--- src/design/jsu_pkg.sv ---
// jsu_pkg: shared types and constants for the json string unescaper.
// Result kinds, character codes, the utf-8 encoder and the hex digit decoder.
// No dependencies.
package jsu_pkg;

	typedef enum logic [2:0] {
		KIND_DATA    = 3'd0,
		KIND_END     = 3'd1,
		KIND_BAD_ESC = 3'd2,
		KIND_BAD_UNI = 3'd3,
		KIND_UNTERM  = 3'd4
	} kind_t;

	localparam logic [7:0] CH_QUOTE = 8'h22;
	localparam logic [7:0] CH_BSLASH = 8'h5C;
	localparam logic [7:0] CH_SLASH = 8'h2F;
	localparam logic [7:0] CH_LB = 8'h62;
	localparam logic [7:0] CH_LF = 8'h66;
	localparam logic [7:0] CH_LN = 8'h6E;
	localparam logic [7:0] CH_LR = 8'h72;
	localparam logic [7:0] CH_LT = 8'h74;
	localparam logic [7:0] CH_LU = 8'h75;

	localparam logic [20:0] CP_MAX1 = 21'h00007F;
	localparam logic [20:0] CP_MAX2 = 21'h0007FF;
	localparam logic [20:0] CP_MAX3 = 21'h00FFFF;
	localparam logic [15:0] HIGH_LO = 16'hD800;
	localparam logic [15:0] HIGH_HI = 16'hDBFF;
	localparam logic [15:0] LOW_LO = 16'hDC00;
	localparam logic [15:0] LOW_HI = 16'hDFFF;
	localparam logic [5:0] SURR_TOP = 6'b110110;
	localparam logic [10:0] PLANE_OFS = 11'd64;

	typedef struct packed {
		logic [3:0][7:0] bytes;
		logic [2:0]      n;
	} utf8_t;

	typedef struct packed {
		logic       ok;
		logic [3:0] val;
	} hex_t;

	function automatic utf8_t encode(input logic [20:0] cp);
		utf8_t r;
		r.bytes = '0;
		if (cp <= CP_MAX1) begin
			r.bytes[0] = cp[7:0];
			r.n = 3'd1;
		end else if (cp <= CP_MAX2) begin
			r.bytes[0] = {3'b110, cp[10:6]};
			r.bytes[1] = {2'b10, cp[5:0]};
			r.n = 3'd2;
		end else if (cp <= CP_MAX3) begin
			r.bytes[0] = {4'b1110, cp[15:12]};
			r.bytes[1] = {2'b10, cp[11:6]};
			r.bytes[2] = {2'b10, cp[5:0]};
			r.n = 3'd3;
		end else begin
			r.bytes[0] = {5'b11110, cp[20:18]};
			r.bytes[1] = {2'b10, cp[17:12]};
			r.bytes[2] = {2'b10, cp[11:6]};
			r.bytes[3] = {2'b10, cp[5:0]};
			r.n = 3'd4;
		end
		return r;
	endfunction

	function automatic hex_t hex_digit(input logic [7:0] b);
		hex_t r;
		r.ok = 1'b1;
		r.val = '0;
		case (b) inside
			[8'h30:8'h39]: r.val = b[3:0];
			[8'h41:8'h46], [8'h61:8'h66]: r.val = 4'(b[3:0] + 4'd9);
			default: r.ok = 1'b0;
		endcase
		return r;
	endfunction

endpackage

--- src/design/json_string_unescape_utf8.sv ---
// json_string_unescape_utf8: decodes a json string body into utf-8 bytes.
// The input channel (in_valid/in_stall) takes one body byte per transaction,
// starting after the opening quote; end_of_text marks that the text ran out.
// The output channel (out_valid/out_stall) gives one result per transaction:
// a data byte, a string end or an error kind, with last set on the final
// result caused by an input byte. Each input yields zero to four results.
// The first result is registered and appears in the cycle after input acceptance.
// Throughput is one input per cycle while each input yields at most one
// result and the receiver does not stall; an input with more results holds
// the input until the single four-entry result buffer has drained them.
// The next input is taken in the same cycle the last buffered result leaves.
// When the receiver stalls the buffer holds, and in_stall stays high while
// any buffered result waits. Reset empties the buffer and returns the decoder
// to normal character mode with no pending escape or surrogate.
// Depends on jsu_pkg.
module json_string_unescape_utf8 (
	input  logic       clk,
	input  logic       arst_n,
	input  logic       in_valid,
	output logic       in_stall,
	input  logic [7:0] in_byte,
	input  logic       end_of_text,
	output logic       out_valid,
	input  logic       out_stall,
	output logic [2:0] out_kind,
	output logic [7:0] out_byte,
	output logic       last
);

	typedef enum logic [2:0] {
		M_NORMAL,
		M_ESC,
		M_HEX1,
		M_HIGH,
		M_HIGH_BS,
		M_HEX2
	} mode_t;

	mode_t       mode_q, mode_d;
	logic [15:0] hex_q, hex_d;
	logic [1:0]  cnt_q, cnt_d;
	logic [9:0]  high_q, high_d;

	jsu_pkg::kind_t res_kind_q [4];
	logic [7:0]     res_byte_q [4];
	logic [1:0]     last_idx_q;
	logic [1:0]     idx_q;
	logic           valid_q;

	// decode results before assembly
	logic           emit_hi;
	logic           tail_one;
	jsu_pkg::kind_t tail_kind;
	logic [7:0]     tail_byte;
	logic           tail_enc;
	logic [20:0]    tail_cp;

	jsu_pkg::utf8_t hi_enc, t_enc;
	jsu_pkg::hex_t  dig;
	logic [15:0]    nh;

	jsu_pkg::kind_t new_kind [4];
	logic [7:0]     new_byte [4];
	logic [2:0]     new_n;

	logic out_fire, drain_last, in_fire;

	assign out_fire = valid_q && !out_stall;
	assign drain_last = out_fire && (idx_q == last_idx_q);
	assign in_stall = valid_q && !drain_last;
	assign in_fire = in_valid && !in_stall;

	assign out_valid = valid_q;
	assign out_kind = res_kind_q[idx_q];
	assign out_byte = res_byte_q[idx_q];
	assign last = (idx_q == last_idx_q);

	assign dig = jsu_pkg::hex_digit(in_byte);
	assign nh = {hex_q[11:0], dig.val};

	always_comb begin
		mode_d = mode_q;
		hex_d = hex_q;
		cnt_d = cnt_q;
		high_d = high_q;
		emit_hi = 1'b0;
		tail_one = 1'b0;
		tail_kind = jsu_pkg::KIND_DATA;
		tail_byte = '0;
		tail_enc = 1'b0;
		tail_cp = '0;

		if (end_of_text) begin
			tail_one = 1'b1;
			case (mode_q)
				M_ESC: tail_kind = jsu_pkg::KIND_BAD_ESC;
				M_HEX1, M_HEX2: tail_kind = jsu_pkg::KIND_BAD_UNI;
				M_HIGH: begin
					emit_hi = 1'b1;
					tail_kind = jsu_pkg::KIND_UNTERM;
				end
				M_HIGH_BS: begin
					emit_hi = 1'b1;
					tail_kind = jsu_pkg::KIND_BAD_ESC;
				end
				default: tail_kind = jsu_pkg::KIND_UNTERM;
			endcase
			mode_d = M_NORMAL;
			hex_d = '0;
			cnt_d = '0;
			high_d = '0;
		end else begin
			case (mode_q)
				M_ESC, M_HIGH_BS: begin
					if (mode_q == M_HIGH_BS && in_byte == jsu_pkg::CH_LU) begin
						mode_d = M_HEX2;
						hex_d = '0;
						cnt_d = '0;
					end else begin
						if (mode_q == M_HIGH_BS) begin
							emit_hi = 1'b1;
							high_d = '0;
						end
						mode_d = M_NORMAL;
						tail_one = 1'b1;
						case (in_byte)
							jsu_pkg::CH_QUOTE: tail_byte = 8'h22;
							jsu_pkg::CH_BSLASH: tail_byte = 8'h5C;
							jsu_pkg::CH_SLASH: tail_byte = 8'h2F;
							jsu_pkg::CH_LB: tail_byte = 8'h08;
							jsu_pkg::CH_LF: tail_byte = 8'h0C;
							jsu_pkg::CH_LN: tail_byte = 8'h0A;
							jsu_pkg::CH_LR: tail_byte = 8'h0D;
							jsu_pkg::CH_LT: tail_byte = 8'h09;
							jsu_pkg::CH_LU: begin
								tail_one = 1'b0;
								mode_d = M_HEX1;
								hex_d = '0;
								cnt_d = '0;
							end
							default: begin
								tail_kind = jsu_pkg::KIND_BAD_ESC;
								hex_d = '0;
								cnt_d = '0;
								high_d = '0;
							end
						endcase
					end
				end
				M_HEX1, M_HEX2: begin
					if (!dig.ok) begin
						tail_one = 1'b1;
						tail_kind = jsu_pkg::KIND_BAD_UNI;
						mode_d = M_NORMAL;
						hex_d = '0;
						cnt_d = '0;
						high_d = '0;
					end else if (cnt_q != 2'd3) begin
						hex_d = nh;
						cnt_d = 2'(cnt_q + 2'd1);
					end else begin
						hex_d = '0;
						cnt_d = '0;
						mode_d = M_NORMAL;
						if (mode_q == M_HEX1) begin
							if (nh >= jsu_pkg::HIGH_LO && nh <= jsu_pkg::HIGH_HI) begin
								high_d = nh[9:0];
								mode_d = M_HIGH;
							end else begin
								tail_enc = 1'b1;
								tail_cp = {5'd0, nh};
							end
						end else begin
							tail_enc = 1'b1;
							high_d = '0;
							// paired surrogates: 0x10000 + (high << 10) + low
							if (nh >= jsu_pkg::LOW_LO && nh <= jsu_pkg::LOW_HI)
								tail_cp = {11'({1'b0, high_q} + jsu_pkg::PLANE_OFS), nh[9:0]};
							else
								tail_cp = {5'd0, jsu_pkg::SURR_TOP, high_q};
						end
					end
				end
				default: begin
					// normal mode, also after a pending high surrogate
					if (mode_q == M_HIGH && in_byte == jsu_pkg::CH_BSLASH) begin
						mode_d = M_HIGH_BS;
					end else begin
						if (mode_q == M_HIGH) begin
							emit_hi = 1'b1;
							high_d = '0;
						end
						mode_d = M_NORMAL;
						if (in_byte == jsu_pkg::CH_QUOTE) begin
							tail_one = 1'b1;
							tail_kind = jsu_pkg::KIND_END;
							hex_d = '0;
							cnt_d = '0;
							high_d = '0;
						end else if (in_byte == jsu_pkg::CH_BSLASH) begin
							mode_d = M_ESC;
						end else begin
							tail_one = 1'b1;
							tail_byte = in_byte;
						end
					end
				end
			endcase
		end
	end

	assign hi_enc = jsu_pkg::encode({5'd0, jsu_pkg::SURR_TOP, high_q});
	assign t_enc = jsu_pkg::encode(tail_cp);

	always_comb begin
		for (int i = 0; i < 4; i++) begin
			new_kind[i] = jsu_pkg::KIND_DATA;
			new_byte[i] = '0;
		end
		new_n = '0;
		if (emit_hi) begin
			new_byte[0] = hi_enc.bytes[0];
			new_byte[1] = hi_enc.bytes[1];
			new_byte[2] = hi_enc.bytes[2];
			new_kind[3] = tail_kind;
			new_byte[3] = (tail_kind == jsu_pkg::KIND_DATA) ? tail_byte : 8'd0;
			new_n = tail_one ? 3'd4 : 3'd3;
		end else if (tail_enc) begin
			for (int i = 0; i < 4; i++)
				new_byte[i] = t_enc.bytes[i];
			new_n = t_enc.n;
		end else if (tail_one) begin
			new_kind[0] = tail_kind;
			new_byte[0] = (tail_kind == jsu_pkg::KIND_DATA) ? tail_byte : 8'd0;
			new_n = 3'd1;
		end
	end

	always_ff @(posedge clk or negedge arst_n) begin
		if (!arst_n) begin
			mode_q <= M_NORMAL;
			hex_q <= '0;
			cnt_q <= '0;
			high_q <= '0;
			valid_q <= 1'b0;
			idx_q <= '0;
			last_idx_q <= '0;
		end else if (in_fire) begin
			mode_q <= mode_d;
			hex_q <= hex_d;
			cnt_q <= cnt_d;
			high_q <= high_d;
			idx_q <= '0;
			valid_q <= (new_n != 3'd0);
			last_idx_q <= 2'(new_n - 3'd1);
		end else if (out_fire) begin
			if (drain_last)
				valid_q <= 1'b0;
			else
				idx_q <= 2'(idx_q + 2'd1);
		end
	end

	// result buffer payload
	always_ff @(posedge clk) begin
		if (in_fire && new_n != 3'd0) begin
			for (int i = 0; i < 4; i++) begin
				res_kind_q[i] <= new_kind[i];
				res_byte_q[i] <= new_byte[i];
			end
		end
	end

endmodule

--- config.mk ---
export PLATFORM = sky130hd
export DESIGN_NAME = json_string_unescape_utf8
export DESIGN_NICKNAME = d
export VERILOG_FILES = /design/src/design/jsu_pkg.sv /design/src/design/json_string_unescape_utf8.sv
export SDC_FILE = /design/constraint.sdc
export NUM_CORES = 1
export LEC_CHECK = 0
export BUFFER_PORTS_ARGS = -buffer_cell sky130_fd_sc_hd__buf_2
export CORE_MARGIN = 4
export CORE_UTILIZATION = 25
export CTS_BUF_LIST = sky130_fd_sc_hd__clkbuf_16
export DETAILED_ROUTE_END_ITERATION = 10
export PLACE_DENSITY_LB_ADDON = 0.2
export SYNTH_ARGS = -nofsm -noshare
export SYNTH_HDL_FRONTEND = slang
export SYNTH_SLANG_ARGS = --single-unit
export TNS_END_PERCENT = 50
--- constraint.sdc ---
create_clock -name clk -period 4.4 [get_ports clk]
set_input_delay 0 -clock clk [delete_from_list [all_inputs] [get_ports clk]]
set_output_delay 0 -clock clk [all_outputs]
set_load 0.02 [all_outputs]
* Word-level counts from Yosys, hierarchy flattened
Memories as Yosys holds them, arrays and structs flattened. Cells that the tools add are included.
Storage, ports and cells: bits in registers 32, RAM bits 44, input bits 13, memories 2
Operators by class: add/subtract/negate cells 5, order comparisons 13, equality and inequality tests 23, multiplexer cells 113, reduce and logical (&&, ||, !) cells 32
Memories:
- res_byte_q | words 4, width 8, rd ports 1, clocked after Yosys merged registers in 0, wr ports 4, line json_string_unescape_utf8.sv:45 | logic [7:0] res_byte_q [4];
- res_kind_q | words 4, width 3, rd ports 1, clocked after Yosys merged registers in 0, wr ports 4, line json_string_unescape_utf8.sv:44 | jsu_pkg::kind_t res_kind_q [4];
Operators by type and width (number):
- two-way mux 21 bit | 6
- two-way mux 10 bit | 11
- two-way mux 12 bit | 7
- two-way mux 8 bit | 8
- equality test 8 x 7 -> 1 bit (second input constant) | 7
- one-hot mux 7 bit (8 select lines) | 1
- two-way mux 24 bit | 2
- two-way mux 3 bit | 13
- >= comparator 16 bit (second input constant) | 2
- <= comparator 16 bit (second input constant) | 2
- two-way mux 16 bit | 2
- two-way mux 2 bit | 16
- two-way mux 32 bit | 1
- two-way mux 1 bit | 31
- two-way mux 25 bit | 1
- one-hot mux 12 bit (2 select lines) | 1
- <= comparator 21 x 11 -> 1 bit (second input constant) | 1
- <= comparator 21 x 16 -> 1 bit (second input constant) | 1
- <= comparator 21 x 7 -> 1 bit (second input constant) | 1
- one-hot mux 10 bit (2 select lines) | 1
- two-way mux 19 bit | 1
- one-hot mux 3 bit (2 select lines) | 3
- equality test 8 x 6 -> 1 bit (second input constant) | 2
- >= comparator 8 x 7 -> 1 bit (second input constant) | 2
- other kinds (37) | 63

* Logic depth before layout (Yosys ltp)
Gate-level depths: netlist of run 1.
word-level depth 23, mapped depth 14, depth with buffers taken out 11

* Worst setup path after synthesis of run 1
Ideal clock, no wire load.
kind register to register, start point register high_q[6], end point memory res_byte_q[0][0] (enable), library setup time 452 ps, arrival time 4198 ps, required time 3948 ps, slack -250 ps, cell stages (with the launch flop) 11, clock period less this slack 4650 ps, cells stage by stage dfrtp_1 -> ha_1 -> or2_2 -> a2111oi_0 -> a22o_1 -> a31oi_4 -> buf_6 -> mux2i_1 -> nand2_1 -> ha_1 -> a31oi_1
RTL lines:
- from (decl) | line json_string_unescape_utf8.sv:42 | logic [9:0] high_q, high_d;
- from (signal assigned) | line json_string_unescape_utf8.sv:252 | high_q <= high_d;
- to (decl) | line json_string_unescape_utf8.sv:45

==> results of run 1 <==
==> final timing paths <==
| path | slack (ns) | cells after the start | endpoint |
|---|---|---|---|
| max | 0.69 | 10 | res_byte_q[3][5]$_DFFE_PP_ |
| min | 0.04 | 4 | idx_q[0]$_DFFE_PN0P_ |
| max reg2reg | 0.69 | 10 | res_byte_q[3][5]$_DFFE_PP_ |
| min reg2reg | 0.50 | 2 | last_idx_q[1]$_DFFE_PN0P_ |
| max in group asynchronous | 3.61 | 2 | high_q[7]$_DFFE_PN0P_ |
| min in group asynchronous | 0.27 | 2 | last_idx_q[0]$_DFFE_PN0P_ |
==> synthesized netlist by cell type, types with 10 or more instances <==
cell type / n
o21ai_0: 26
edfxtp_1: 36
nor2_1: 40
nand2_1: 47
dfrtp_1: 32
a22oi_1: 12
a31oi_1: 11
a22o_1: 16
o22ai_1: 12
nor3_1: 20
nand3_1: 20
o211ai_1: 10
inv_1: 22
clkbuf_1: 21
a21oi_1: 22
==> through the flow <==
step / util, % / instance area, um2 / std cells / total power [mW] / hold slack, ns
2_1_floorplan: - / 4980 / 534 / 1.25 / -0.296
3_3_place_gp: 27.5 / 5360 / 801 / 1.44 / 0.109
3_5_place_dp: 27.5 / 5360 / 801 / 1.45 / 0.115
4_1_cts: 28.9 / 5640 / 819 / 2.10 / 0.0177
5_1_grt: 28.9 / 5640 / 819 / 2.18 / 0.0332
6_report: 28.9 / 5640 / 819 / 2.07 / 0.0362
==> power groups by stage <==
| stage | registers [mW] | logic, mW | clock network (mW) |
|---|---|---|---|
| after floorplan | 0.834 | 0.417 | 0 |
| final | 0.836 | 0.593 | 0.641 |
| after global routing | 0.848 | 0.644 | 0.689 |
| after detailed placement | 0.852 | 0.599 | 0 |
| after CTS | 0.840 | 0.602 | 0.660 |
| after global placement | 0.846 | 0.592 | 0 |
==> state kept, by name (all words and copies together), names as in the netlist <==
name        cells
cnt_q           2
hex_q          12
high_q         10
idx_q           2
last_idx_q      2
mode_q          3
out_valid       1
res_byte_q     30
res_kind_q      6
==> area by class of cell <==
| type | instances | area (um2) |
|---|---|---|
| Timing Repair Buffer | 40 | 253 |
| Clock inverter | 7 | 36.3 |
| Clock buffer | 9 | 225 |
| Fill cell | 2073 | 13900 |
| Sequential cell | 68 | 1880 |
| Tap cell | 265 | 332 |
| Multi-Input combinational cell | 408 | 2830 |
| Inverter | 22 | 82.6 |
==> layer usage <==
metal	wire length (um)	part of all wire, %
met1	7550	46
met5	0	0
met2	7390	45
met4	467	2.9
met3	900	5.5
==> critical path, delay by kind of cell, from the launching register on <==
family                   cells  cell delay [ns]
flip-flops                   1             0.45
AND/OR/NAND/NOR              2             0.39
multiplexers                 1             0.26
AO/OA/AOI/OAI                4             1.53
buffers and inverters        1             0.25
adder cells (fa/ha/maj)      2             0.52
==> cell families after synthesis <==
| group | share of synthesized area, % |
|---|---|
| adders and majority gates | 1.76 |
| and+or+nand+nor | 19.3 |
| buffers and inverters | 5.56 |
| xor gates and xnor gates | 1.06 |
| DFF | 37.9 |
| muxes | 6.37 |
| AOI/OAI and AO/OA | 28.1 |
==> impl_metrics.toml, run 1 <==
[status]
outcome = "completed"

[route]
drt-initial-drc-count = 605
drc_errors = 0
first_pass_iters = 7
postRouteAntennaNets = 0
wl_um = 16300
avgRoutedWirePerCell_um = 19.9
avgViaCountPerCell = 5.56
num_vias = 4550

[placement]
port_buffers = 26
gp_congestion = 0.912
place_ws_ns = 0.686
dp.final_hpwl_um = 12600

[global_route]
busiest_layer = "met2"
grt_max_degree = 33
grt_use_met1_pct = 20.7
grt_pass1_vias = 4319
track_usage_pct = 14.7
grt_overflow = 0
grt.met3_usage_pct = 1.91
grt_use_met2_pct = 23.0
antenna_found_initial = 0
grt_pass1_wl_um = 25300

[cells_and_area]
final_common_cell = "nand2_1"
nets = 569
final_layout_size_suffix_gt1_share_pct = 16.2
num_antenna_cells = 0
syn_to_final_growth_pct = 13.5
mostFrequentLayoutCells = "nand2_1, nor2_1, edfxtp_1"

[timing]
tightestPinTransition_ns = 0.883
rsz0062_at_grt = "false"
setup_viol = 0
drv_slew = 0
timing.setup.tns_ns = 0
max_freq_mhz = 269
slew_headroom_pct = 40.7
finalClockSkew_ns = 0.00934
layout_setup_ws_ns = 0.687
fin_crit_sh_pct = 84.4
hold_violations = 0
layout_min_cycle_time_ns = 3.71

[synthesis]
ys_ff_latch = 68
netlist_area_um2 = 4970
yosys_warnings = 0
synthTopCellsByArea = "edfxtp_1, dfrtp_1, nand2_1, mux4_2, nor2_1"
syn_avg_cell_area_um2 = 9.31
post-synth-top-area-cell = "edfxtp_1"
synth_edf_count = 36
synth.distinct_cells = 85
synthArstFlopShare_pct = 47.1
synth.top_cell.area_share_pct = 21.7
ys.flop_type = "edfxtp_1"
syn_inst = 534
seq_area_frac_synth_pct = 37.9
syn_nets = 554

[pwr]
power.internal_mw = 1.39
vdd_ir_drop_max_v = 0.000191
seq_power_share_pct = 40.4
swShare_pct = 33.0
switching_power_mw = 0.684
combPwrFrac_pct = 28.6
clockPowerShare_pct = 31.0
power_density_nw_per_um2 = 367
p_leak_nw = 2.05

[worst_setup_path]
critPathLaunchType = "flop"
cp_max_fo = 28
path_cells = "ha_1 -> or2_2 -> a2111oi_0 -> a22o_1 -> a31oi_4 -> mux2i_1 -> nand2_1 -> ha_1 -> a31oi_4 -> buf_12"
crit_type = "reg2reg"
r2r-start = "high_q[6]$_DFFE_PN0P_"
crit_path_start = "high_q[6]$_DFFE_PN0P_"
max_stage_delay_ns = 0.67
cpMaxStageDelayCell = "a2111oi_0"
endpoint_kind = "flop"
crit_required_ns = 4.43
crit_arrival_ns = 3.74

[floorplanning]
die_area_um2 = 22200
initial_core_util_pct = 25.5
fp.dieW_um = 149
coreArea_um2 = 19500
rows = 51
io-pin-count = 27
fp.dieH_um = 149

[min_path]
hp-class = "in2reg"
hp-start = "in_valid"

[clock_tree]
cts.repair.resized = 0
clockRootBuffer = "clkbuf_16"
path_clk_slew_ns = 0.05
worstSkewPairLatency_ns = 0.34
cts_max_path_buffers = 2
cts_buffers = 9
cts_hold_buffers = 2
cts.sinks = 68
cts_tree = "yes"
postCtsSetupRepairBufs = 0
htreeDepth = 3

[flow_run]
cap_viol_max_count = 0
Power figures use the tool's default switching activity.
==> inputs of run 2 (changes only) <==
clock period = 3.02 ns   (was 4.4 ns; I/O delays follow)
==> run 2 against run 1 <==
Hold slack gained 0.085 ns; cell area up 8.5%; via count grew 4.9%; die area is the same; routed wire length rose by 3.0%; fmax up 28%; sequential share of layout area down 2.6 points; combinational power rose by 54%; highest routed layer unchanged.
==> impl_metrics.toml, run 2 (synthesis results as in run 1) <==
[cells_and_area]
nets = 626
final_layout_size_suffix_gt1_share_pct = 24.4
final_cells = 876
num_antenna_cells = 0
fill_cells = 2066
mostFrequentLayoutCells = "buf_4, nand2_1, nor2_1"
top_register = "res_byte_q"
largest_reg_flops = 30
largestRegisters = "res_byte_q x30, hex_q x12, high_q x10"
syn_to_final_growth_pct = 23.2
final_common_cell = "buf_4"

[global_route]
antenna_found_initial = 0
grt_overflow = 0
grt_max_degree = 33
grt_pass1_vias = 4501
grt_pass1_wl_um = 26200
track_usage_pct = 15.1

[clock_tree]
htreeDepth = 3
path_clk_slew_ns = 0.06
clockRootBuffer = "clkbuf_16"
cts_buffers = 9
cts.sinks = 68
cts_max_path_buffers = 2
worstSkewPairLatency_ns = 0.34
cts_tree = "yes"

[route]
wl_um = 16800
avgViaCountPerCell = 5.45
postRouteAntennaNets = 0
avgRoutedWirePerCell_um = 19.2
first_pass_iters = 8
drt-initial-drc-count = 401
num_vias = 4771
drc_errors = 0

[timing]
hold_slack_ns = 0.121
slew_headroom_pct = 48.1
finalClockSkew_ns = 0.00889
hold_violations = 0
layout_min_cycle_time_ns = 2.91
rsz0062_at_grt = "false"
fin_crit_sh_pct = 96.3
tightestPinTransition_ns = 0.778
setup_viol = 0
max_freq_mhz = 344
drv_slew = 0

[worst_setup_path]
critPathLaunchType = "flop"
r2r_end = "res_byte_q[2][3]$_DFFE_PP_"
crit_path_start = "mode_q[0]$_DFFE_PN0P_"
cp_max_fo = 28
worst-r2r-cell-count = 10
crit_arrival_ns = 2.95
r2r-start = "mode_q[0]$_DFFE_PN0P_"
endpoint = "res_byte_q[2][3]$_DFFE_PP_"
crit_type = "reg2reg"
r2r_setup_slack_ns = 0.11
crit_required_ns = 3.06
endpoint_kind = "flop"

[floorplanning]
rows = 51
initial_core_util_pct = 25.5
die_area_um2 = 22200
fp.dieH_um = 149
coreArea_um2 = 19500
io-pin-count = 27
fp.dieW_um = 149

[placement]
port_buffers = 26
dp.final_hpwl_um = 13300
gp_congestion = 0.944
placedCellCount = 856

[pwr]
p_leak_nw = 2.34
vdd_ir_drop_max_v = 0.000233
power_density_nw_per_um2 = 497

[flow_run]
cap_viol_max_count = 0

[status]
outcome = "completed"

[min_path]
hp-class = "in2reg"
run 2: cell count changes in the layout (fill, tap and decap cells not counted), sizes merged:
| cell | delta |
|---|---|
| buf | +56 |
| clkinv | +2 |
| dlygate4sd3 | +1 |
| clkinvlp | -2 |
run 2: stage by stage:
step	setup WS (ns)	total power [mW]	area [um2]	util, %	setup TNS [ns]
6_report	0.111	3.04	6120	31.4	0
5_1_grt	0.00590	3.21	6120	31.4	0
3_3_place_gp	0.0684	2.13	5800	29.7	0
3_5_place_dp	0.0437	2.14	5800	29.7	0
4_1_cts	0.0155	3.09	6090	31.2	0
2_1_floorplan	-0.343	1.82	5000	-	-12.59
run 2: final cells by class:
cell class                 count  area, um2  share of cell area, %
clock buffer                   9        225                   3.68
clock inverter                 7       35.0                  0.572
inverter                      22       82.6                   1.35
multi-input combinational    408       2860                   46.8
sequential                    68       1880                   30.7
tap                          265        332                   5.41
timing repair buffer          97        703                   11.5
run 2: power breakdown:
group	total, mW	leakage [nW]	internal, mW	switching (mW)
logic	0.912	1.41	0.362	0.551
clock network	0.931	0.135	0.543	0.388
registers	1.20	0.791	1.15	0.0495
run 2: worst min-delay path by stage:
| stage | startpoint | end | slack (ns) | cells after the start |
|---|---|---|---|---|
| 4_1_cts | end_of_text | mode_q[1]$_DFFE_PN0P_ | 0.12 | 3 |
| 6_report | end_of_text | mode_q[1]$_DFFE_PN0P_ | 0.12 | 3 |
| 3_5_place_dp | arst_n | idx_q[0]$_DFFE_PN0P_ | 0.11 | 1 |
| 3_3_place_gp | arst_n | idx_q[0]$_DFFE_PN0P_ | 0.1 | 1 |
| 2_1_floorplan | arst_n | cnt_q[0]$_DFFE_PN0P_ | -0.30 | 0 |
| 5_1_grt | end_of_text | mode_q[2]$_DFFE_PN0P_ | 0.16 | 3 |
run 2: what timing repair did:
action | CTS | global route
hold endpoints to repair | 34 | 0
setup buffers | 0 | 1
hold buffers | 3 | 0
endpoints found under the setup margin | 0 | 37
gates resized for setup | 0 | 6
run 2: layer usage:
metal / part of all wire, % / vias to the layer above / GRT usage (%) / wire [um]
met5: 0 / - / 0 / 0
met4: 2.6 / 0 / 4.62 / 441
met3: 5.1 / 29 / 2.77 / 861
met2: 45 / 171 / 23.4 / 7570
met1: 47 / 2327 / 21.5 / 7930
li1: - / 2244 / - / -
run 2: worst max-delay path: stages (launching register included):
cell and delay [ns]:
dfrtp_1 0.43, nor3b_4 0.30, buf_12 0.19, nand2_1 0.09
o22a_2 0.28, a31oi_4 0.23, nor2_1 0.08, or3_1 0.36
ha_2 0.21, a31oi_4 0.22, buf_12 0.22
==> inputs of run 3 (changes only) <==
BUFFER_PORTS_ARGS = default   (was -buffer_cell sky130_fd_sc_hd__buf_2)
DONT_BUFFER_PORTS = 1   (was default)
==> run 3 against run 2 <==
Total power decreased by 1.8%; clock-buffer cell count unchanged; combinational power decreased by 9.3%; core utilization decreased by 0.68 points; register-to-register slack about the same; highest routed layer unchanged; cell count decreased by 3.9%; hold slack got worse by 0.12 ns; the flow now finishes with violations (hold timing); non-clock buffer count decreased by 34.
==> impl_metrics.toml, run 3 (synthesis results as in run 1) <==
[timing]
tightestPinTransition_ns = 0.669
hold_violations = 1
drv_slew = 0
fin_crit_sh_pct = 96.4
finalClockSkew_ns = 0.0131
timing.setup.tns_ns = 0
rsz0062_at_grt = "true"
hold_slack_ns = -0.00185
max_freq_mhz = 344
slew_headroom_pct = 55.1
layout_min_cycle_time_ns = 2.91
setup_viol = 0

[cells_and_area]
final_cells = 842
largest_reg_flops = 30
final_layout_size_suffix_gt1_share_pct = 20.1
num_antenna_cells = 0
top_register = "res_byte_q"
nets = 592
largestRegisters = "res_byte_q x30, hex_q x12, high_q x10"
mostFrequentLayoutCells = "buf_4, nand2_1, nor2_1"
fill_cells = 2070
final_common_cell = "buf_4"
syn_to_final_growth_pct = 20.5
utilization_pct = 30.7

[worst_setup_path]
crit_arrival_ns = 2.96
max_stage_delay_ns = 0.44
cp_max_fo = 7
crit_type = "reg2reg"
r2r-start = "high_q[7]$_DFFE_PN0P_"
crit_path_start = "high_q[7]$_DFFE_PN0P_"
critPathLaunchType = "flop"
crit_family = "compound AO/OA/AOI/OAI gates"
crit_buf_inv = 2
cpMaxStageDelayCell = "a2111oi_4"
path_cells = "ha_2 -> buf_6 -> nand3b_1 -> a2111oi_4 -> a22o_1 -> a31oi_4 -> mux2i_1 -> nand2_1 -> ha_2 -> a31oi_4 -> clkbuf_16"
endpoint_kind = "flop"
crit_required_ns = 3.07

[route]
wl_um = 16800
postRouteAntennaNets = 0
avgRoutedWirePerCell_um = 20.0
drt-initial-drc-count = 469
avgViaCountPerCell = 5.57
first_pass_iters = 6
drc_errors = 0
num_vias = 4687

[floorplanning]
coreArea_um2 = 19500
fp.dieW_um = 149
initial_core_util_pct = 25.5
fp.dieH_um = 149
io-pin-count = 27
die_area_um2 = 22200
rows = 51

[global_route]
grt_max_degree = 33
grt_pass1_wl_um = 26400
grt_overflow = 0
track_usage_pct = 15.3
grt_pass1_vias = 4557
antenna_found_initial = 0

[flow_run]
cap_viol_max_count = 0

[clock_tree]
htreeDepth = 3
cts_tree = "yes"
clockRootBuffer = "clkbuf_16"
path_clk_slew_ns = 0.06
cts_buffers = 9
worstSkewPairLatency_ns = 0.34
cts.sinks = 68
cts_max_path_buffers = 2

[placement]
gp_congestion = 0.934
placedCellCount = 815
port_buffers = 0
dp.final_hpwl_um = 13100

[pwr]
vdd_ir_drop_max_v = 0.000179
p_leak_nw = 2.20
power_density_nw_per_um2 = 499
power_mw = 2.99

[min_path]
hp-start = "in_byte[2]"
hp-class = "in2reg"

[status]
violations = "hold timing"
outcome = "complete, but fails checks"
==> run 3: cell types whose count changed in the layout (fill, tap and decap cells not counted), moves of 2 or more <==
cell           delta
buf_4            -17
buf_2            -26
buf_6             +6
clkinvlp_4        +3
dlygate4sd3_1     +3
clkinv_1          -2
==> run 3: area by class of cell <==
type / count / area (um2) / share of cell area (%)
multi-input combinational: 408 / 2870 / 47.9
timing repair buffer: 63 / 553 / 9.23
clock buffer: 9 / 225 / 3.76
inverter: 22 / 82.6 / 1.38
sequential: 68 / 1880 / 31.4
clock inverter: 7 / 45.0 / 0.752
tap: 265 / 332 / 5.53
==> run 3: metrics by stage <==
stage          worst slack (ns)  instance area [um2]
6_report                  0.109                 5990
5_1_grt                 -0.0385                 5990
4_1_cts                 0.00325                 5890
3_5_place_dp             0.0109                 5540
3_3_place_gp             0.0723                 5540
2_1_floorplan            -0.343                 5000
==> run 3: power by group <==
part / switching (mW) / internal [mW]
logic: 0.506 / 0.322
registers: 0.0580 / 1.15
clock network: 0.403 / 0.550
==> run 3: metal layers <==
layer / part of all wire, % / wire, um / GRT usage [%] / up-vias
li1: - / - / - / 2169
met1: 45 / 7650 / 21.1 / 2284
met2: 45 / 7640 / 23.5 / 196
met3: 5.3 / 895 / 2.55 / 38
met4: 4.0 / 669 / 7.19 / 0
met5: 0 / 0 / 0 / -
==> run 3: worst paths after layout <==
| check | end | slack (ns) | cells past startpoint |
|---|---|---|---|
| setup / recovery | res_byte_q[0][0]$_SDFFCE_PP1P_ | 0.11 | 11 |
| hold / removal | hex_q[2]$_DFFE_PN0P_ | -0.002 | 2 |
| setup reg to reg | res_byte_q[0][0]$_SDFFCE_PP1P_ | 0.11 | 11 |
| hold reg to reg | last_idx_q[1]$_DFFE_PN0P_ | 0.51 | 2 |
| max in group asynchronous | mode_q[0]$_DFFE_PN0P_ | 2.66 | 2 |
| min in group asynchronous | hex_q[8]$_DFFE_PN0P_ | 0.16 | 2 |
==> run 3: what timing repair did <==
item	in CTS	in global routing
gates resized for setup	0	11
hold endpoints to repair	38	0
hold buffers	7	0
endpoints found under the setup margin	0	37
buffers inserted	0	2
